[config.mk]
export PLATFORM = sky130hd
export DESIGN_NAME = swts_front
export DESIGN_NICKNAME = d
export VERILOG_FILES = /design/src/rtl/subarray_with_target_sum_core_defines.svh /design/src/rtl/swts_pkg.sv /design/src/rtl/swts_front.sv
export SDC_FILE = /design/constraint.sdc
export NUM_CORES = 1
export LEC_CHECK = 0
export BUFFER_PORTS_ARGS = -buffer_cell sky130_fd_sc_hd__buf_2
export CAP_MARGIN = 25
export CORE_ASPECT_RATIO = 0.8
export CORE_MARGIN = 2
export CORE_UTILIZATION = 60
export CTS_BUF_LIST = sky130_fd_sc_hd__clkbuf_8
export CTS_CLUSTER_DIAMETER = 100
export DETAILED_ROUTE_END_ITERATION = 7
export GPL_ROUTABILITY_DRIVEN = 1
export HOLD_SLACK_MARGIN = 0.15
export PLACE_DENSITY_LB_ADDON = 0.12
export SLEW_MARGIN = 20
export SYNTH_ARGS = -nofsm -noshare
export SYNTH_HDL_FRONTEND = slang
export SYNTH_SLANG_ARGS = --single-unit
[constraint.sdc]
create_clock -name i_clk -period 2.5 [get_ports i_clk]
set_input_delay 0.75 -clock i_clk [delete_from_list [all_inputs] [get_ports i_clk]]
set_output_delay 0.75 -clock i_clk [all_outputs]
set_load 0.005 [all_outputs]
[src/rtl/subarray_with_target_sum_core_defines.svh]
// Assertion macros for the subarray-with-target-sum core.
`ifndef SUBARRAY_WITH_TARGET_SUM_CORE_DEFINES_SVH
`define SUBARRAY_WITH_TARGET_SUM_CORE_DEFINES_SVH

// same-cycle implication, checked outside reset
`define SWTS_ASSERT_NOW(lbl, ante, cons, msg) \
    lbl: assert property (@(posedge i_clk) disable iff (!i_rst_n) (ante) |-> (cons)) \
        else $error(msg);

// next-cycle implication, checked outside reset
`define SWTS_ASSERT_NEXT(lbl, ante, cons, msg) \
    lbl: assert property (@(posedge i_clk) disable iff (!i_rst_n) (ante) |=> (cons)) \
        else $error(msg);

`endif

[src/rtl/swts_pkg.sv]
// Shared constants and types for the subarray-with-target-sum core.
package swts_pkg;

    localparam int MAX_LEN_DEF   = 1024;
    localparam int ELEM_BITS_DEF = 32;
    localparam int TARGET_W      = 42;
    localparam int POS_W         = 11;
    localparam int Q_DEPTH       = 4;

    typedef struct packed {
        logic last;
        logic over;
    } t_item_ctl;

    typedef struct packed {
        logic             found;
        logic [POS_W-1:0] start_pos;
        logic [POS_W-1:0] end_pos;
        logic             too_long;
    } t_result;

endpackage

[src/rtl/swts_front.sv]
// Front end: accepts words, tags index and overflow, queues them for the window engine.
module swts_front #(
    parameter int ELEM_BITS = swts_pkg::ELEM_BITS_DEF,
    parameter int MAX_LEN   = swts_pkg::MAX_LEN_DEF
) (
    input  logic                       i_clk,
    input  logic                       i_rst_n,
    input  logic                       i_valid,
    input  logic [ELEM_BITS-1:0]       i_value,
    input  logic                       i_last,
    output logic                       o_ready,
    output logic                       o_valid,
    output logic [ELEM_BITS-1:0]       o_value,
    output logic [$clog2(MAX_LEN)-1:0] o_idx,
    output swts_pkg::t_item_ctl        o_ctl,
    input  logic                       i_ready
);

    localparam int IDX_W = $clog2(MAX_LEN);
    localparam int CNT_W = $clog2(MAX_LEN + 1);
    localparam int QA_W  = $clog2(swts_pkg::Q_DEPTH);

    logic [ELEM_BITS-1:0] r_q_value [swts_pkg::Q_DEPTH];
    logic [IDX_W-1:0]     r_q_idx   [swts_pkg::Q_DEPTH];
    swts_pkg::t_item_ctl  r_q_ctl   [swts_pkg::Q_DEPTH];
    logic [QA_W-1:0]      r_wr, r_rd;
    logic [QA_W:0]        r_count;
    logic [CNT_W-1:0]     r_seen, n_seen;
    logic                 push, pop, over;

    assign o_ready = (r_count != (QA_W+1)'(swts_pkg::Q_DEPTH));
    assign o_valid = (r_count != '0);
    assign push    = i_valid && o_ready;
    assign pop     = o_valid && i_ready;
    assign over    = (r_seen == CNT_W'(MAX_LEN));

    assign o_value = r_q_value[r_rd];
    assign o_idx   = r_q_idx[r_rd];
    assign o_ctl   = r_q_ctl[r_rd];

    // position within the current array; sticks at capacity once exceeded
    always_comb begin
        n_seen = r_seen;
        if (push) begin
            if (i_last) begin
                n_seen = '0;
            end else if (!over) begin
                n_seen = r_seen + CNT_W'(1);
            end
        end
    end

    always_ff @(posedge i_clk) begin
        if (!i_rst_n) begin
            r_wr    <= '0;
            r_rd    <= '0;
            r_count <= '0;
            r_seen  <= '0;
        end else begin
            r_seen <= n_seen;
            if (push) begin
                r_wr <= r_wr + QA_W'(1);
            end
            if (pop) begin
                r_rd <= r_rd + QA_W'(1);
            end
            if (push && !pop) begin
                r_count <= r_count + (QA_W+1)'(1);
            end else if (pop && !push) begin
                r_count <= r_count - (QA_W+1)'(1);
            end
        end
    end

    always_ff @(posedge i_clk) begin
        if (push) begin
            r_q_value[r_wr]    <= i_value;
            r_q_idx[r_wr]      <= r_seen[IDX_W-1:0];
            r_q_ctl[r_wr].last <= i_last;
            r_q_ctl[r_wr].over <= over;
        end
    end

endmodule

== After elaboration in Yosys (flattened, before gate mapping) ==
Memory sizes are Yosys's and may differ from the RTL's. A register that Yosys moved wholly into a read port is not among the register bits.
Index checks and enable logic that the tools add are counted.

* Reduce and logical (&&, ||, !) cells: 9
* Multiplexer cells: 12
* Equality and inequality tests: 3
* Add/subtract/negate cells: 5

{| class="wikitable"
|+ Operator list
! cell !! number
|-
| $mux W11 || 2
|-
| $mux W2 || 6
|-
| $add A11 B1 Y11 const B || 1
|-
| $eq A11 B11 Y1 const B || 1
|-
| $mux W3 || 2
|-
| $add A2 B1 Y2 const B || 2
|-
| $logic_and A1 B1 Y1 || 4
|-
| $add A3 B1 Y3 const B || 1
|-
| $ne A3 B3 Y1 const B || 1
|-
| $reduce_bool A3 Y1 || 1
|-
| $sub A3 B1 Y3 const B || 1
|-
| $logic_not A1 Y1 || 2
|-
| $mux W1 || 2
|-
| $ne A2 B2 Y1 const B || 1
|-
| $reduce_and A2 Y1 || 1
|-
| $reduce_bool A2 Y1 || 1
|}

* Logic and storage cells: 36
* Memory bits (writable): 176
* Output and inout port bits: 46
* Bits of input ports: 37
* Register bits: 18
* Memories: 3

{| class="wikitable"
|+ Memories
! name !! words !! bits a word !! rd ports !! clocked after Yosys merged registers in !! write ports !! line !! text
|-
| r_q_value || 4 || 32 || 1 || 1 || 1 || swts_front.sv:23 || <nowiki>logic [ELEM_BITS-1:0] r_q_value [swts_pkg::Q_DEPTH];</nowiki>
|-
| r_q_idx || 4 || 10 || 1 || 1 || 1 || swts_front.sv:24 || <nowiki>logic [IDX_W-1:0] r_q_idx [swts_pkg::Q_DEPTH];</nowiki>
|-
| r_q_ctl || 4 || 2 || 1 || 1 || 1 || swts_front.sv:25 || <nowiki>swts_pkg::t_item_ctl r_q_ctl [swts_pkg::Q_DEPTH];</nowiki>
|}

== Longest topological paths before layout ==
* Depth in word-level cells: 6
* Depth in mapped cells: 10
* Depth with buffers taken out: 9

== Worst setup path before layout ==
Ideal clock, no wire load.

* Kind: in2reg
* Start point: in i_valid
* End point: mem r_q_ctl[3][0] in the netlist's numbering (enable)
* Arrival time: 1.854 ns
* Library setup time: 0.406 ns
* Path buffers: 0
* Stages: 1
* Required time: 2.094 ns
* Path slack: 0.240 ns
* Cells stage by stage: and3_1

* Longest elaborated chain between the ends: 3

{| class="wikitable"
|+ Ends and longest elaborated chain
! item !! line !! text
|-
| from (decl) || swts_front.sv:8 || <nowiki>input logic i_valid,</nowiki>
|-
| $logic_and A1 B1 Y1 || swts_front.sv:33 || <nowiki>assign push = i_valid && o_ready;</nowiki>
|-
| $mux W1 || swts_front.sv:76 || <nowiki>if (push) begin</nowiki>
|-
| $mux W1 (not written as such) || swts_front.sv:80 || <nowiki>r_q_ctl[r_wr].over <= over;</nowiki>
|-
| to (decl) || swts_front.sv:25 ||
|}

Every way passes these cells.

==> out/results.ini <==
[run_status]
status = completed

[logic_synthesis]
syn_area_per_cell_sq_um = 20.55
yosysWarnings = 0
synth_cell_types = 42
syn_area_sq_mm = 0.007458
yosys-top-cells-area = edfxtp_1 (71%), mux4_2 (13%), dfxtp_1 (5.4%)
synth_seq_area_share_pct = 76.23
yosys.area.top_type = edfxtp_1
synth_cells = 363
yosysTopAreaCellShare_pct = 70.86
synth.net_count = 408
ys_ff_latch = 196

[critical_path]
r2r_end = r_count[2]
crit_slowest_cell = mux4_2
r2r-start = r_count[0]
critical-path-max-stage-delay_ns = 0.55
reg2regPathDepth = 9
worst_setup_path_start_kind = flop
cp-endpoint = o_idx[9]
path_cells = buf_12 -> mux4_2 -> buf_2
reg2reg_slack_ns = 0.23
crit_buf_inv = 2
crit_required_ns = 1.75
worstSetupPathType = reg -> out
endpoint_kind = output port
cp_max_fo = 21
path_depth = 3
crit_family = multiplexers
cp.arrival_ns = 1.74

[placed_design]
portBuffers = 82
placedCellCount = 593
post-place-ws_ns = 0.1010
hpwlAfterDp_um = 7923
gp_congestion = 0.8117

[clocking]
cts_buffer_depth = 2
cts_root_buf = clkbuf_8
post_cts_buffers = 0
cts_tree = yes
clk_latency_ns = 0.45
htree_levels = 4
clkSinkCount = 196
clk_pin_slew_worst_paths_ns = 0.09
cts_buffers = 17

[pwr]
power.share.clock_pct = 26.7
seq_power_share_pct = 50.6
p_leak_uw = 0.002924
ir_drop_mv = 0.7395
power_frac_comb_pct = 22.7
p_sw_share_pct = 25.06
power.density_mw_per_mm2 = 922.7
power_switching_uw = 1976
internal_power_uw = 5911

[sta]
hold_viol = 0
post-route-min-period_ns = 2.495
setup_viol_count_final = 0
rsz0062_at_grt = yes
report.final.slew_viol_count = 0
slew_headroom_pct = 65.16
hold_slack_ns = 0.5057
worst_slew_pin_slew_ns = 0.5218
layout_setup_ws_ns = 0.005130
post-route-period-util_pct = 99.79
fmax_mhz = 400.8
finClkSkew_ns = 0.01228

[cells_and_area]
final_nets = 505
fin_cells = 625
drive_above_1_share_pct = 37.84
n_antenna_cell = 0
syn_to_final_growth_pct = 14.61

[global_route]
track_usage_pct = 20.71
overflow = 0
antenna_found_initial = 0
grt_pass1_wl_um = 20330
grt_max_degree = 45
first_global_vias = 3886

[drt]
first_pass_iters = 5
ant_nets = 0
wire_per_inst_um = 20.83
vias = 3752
drt-initial-drc-count = 380
vias_per_cell = 6.003
wl_um = 13020
drc_errors = 0

[floorplan]
core_sq_mm = 0.01216
die_x_um = 128.7
fp.dieH_um = 103.7
dieArea_sq_mm = 0.01334
placementRows = 36
boundaryPins = 83
start_util_pct = 61.33

[job]
cap_violations = 0

[hold_path]
min_path_type = in -> reg

[how the worst min path moves through the flow]
| stage | start | end | slack (ns) | cells after the start |
|---|---|---|---|---|
| after global routing | i_value[27] | r_q_value[2][27] | 0.48 | 1 |
| after detailed placement | r_count[2] | r_count[2] | 0.50 | 2 |
| after CTS | i_value[27] | r_q_value[0][27] | 0.48 | 1 |
| final | i_value[30] | r_q_value[3][30] | 0.51 | 1 |
| after global placement | r_count[2] | r_count[2] | 0.47 | 2 |
| after floorplan | r_count[2] | r_count[2] | 0.46 | 2 |
[layer usage]
metal	global-route usage, %	wire length (um)	up-vias
met3	5.217	738	12
met2	32.31	6397	119
met5	0	0	-
met4	6.599	133	0
li1	-	-	1681
met1	29.29	5747	1940
[area by class of cell]
class	count	area, sq um
clock inverters	11	133.9
multi-input cells	142	1638
clock buffers	21	289.0
flip-flops and latches	196	5690
inverters	8	30.03
repair buffers	95	576.8
well taps	152	190.2
fillers	770	3613
[cells in the final DEF, fill, tap and decap left out, drive strengths merged, types with 2 or more instances in the layout]
cell | synthesis | routed
a21oi | 8 | 8
a31oi | 5 | 5
a41oi | 2 | 2
and2b | 2 | 2
and3 | 6 | 6
buf | 9 | 95
bufinv | 0 | 3
clkbuf | 8 | 21
clkinv | 1 | 2
dfxtp | 20 | 20
edfxtp | 176 | 176
ha | 7 | 7
inv | 7 | 13
mux4 | 44 | 44
nand2 | 16 | 16
nand3 | 7 | 7
nand4 | 3 | 3
nor2 | 8 | 8
nor3 | 2 | 2
nor4 | 2 | 2
o21ai | 7 | 7
or3 | 5 | 5
or3b | 2 | 2
or4 | 2 | 2
xor2 | 4 | 4
[cell families after synthesis]
group	Yosys count	synth area share [%]
buffers and inverters	25	1.879
AO/OA/AOI/OAI	27	2.181
flip-flops	196	76.23
XOR/XNOR	4	0.4697
multiplexers	45	13.42
AND/OR/NAND/NOR	58	4.379
adder cells (fa/ha/maj)	8	1.443
[flip-flops by register name, indices dropped and copies added, names as in the netlist, named ones only]
name       cells
r_q_ctl        8
r_count        3
r_rd           2
r_seen        11
r_q_value    128
r_wr           2
r_q_idx       40
[power groups by stage]
stage               logic, uW  registers (uW)  clock network, uW
floorplan                1130            4030                  0
global placement         1770            4050                  0
detailed placement       1800            4070                  0
CTS                      1800            4000               2150
global route             1960            4020               2270
finish                   1790            3990               2100
[Yosys cell counts]
master    number
edfxtp_1     176
mux4_2        44
dfxtp_1       20
nand2_1       16
a21oi_1        8
nor2_1         8
clkbuf_1       7
ha_1           7
nand3_1        7
o21ai_0        7
inv_1          6
a31oi_1        5
and3_1         5
buf_2          5
buf_6          4
or3_1          4
xor2_1         4
a41oi_1        2
nand4_1        2
nor3_1         2
nor4_1         2
or4_1          2
and2_2         1
and2b_1        1
and2b_2        1
and3_2         1
clkbuf_8       1
clkinv_1       1
fa_1           1
inv_2          1
mux2i_1        1
nand4_4        1
nand4b_1       1
nor4b_1        1
o211ai_1       1
o21a_1         1
o22ai_1        1
o32ai_1        1
o41ai_1        1
or3_2          1
or3b_1         1
or3b_2         1
[per-stage QoR]
stage | instance area [sq um] | total power [uW] | setup TNS [ns] | utilization, %
after floorplan | 7458 | 5155 | 0 | -
after global placement | 8107 | 5821 | 0 | 66.66
after detailed placement | 8107 | 5868 | 0 | 66.66
after CTS | 8529 | 7947 | -0.2189 | 70.13
after global routing | 8548 | 8254 | -1.655 | 70.29
final | 8548 | 7887 | 0 | 70.29
[repair_timing]
item	CTS	global route
endpoints found under the setup margin	13	43
gates resized for setup	0	3
hold buffers	0	0
Power figures use the tool's default switching activity.
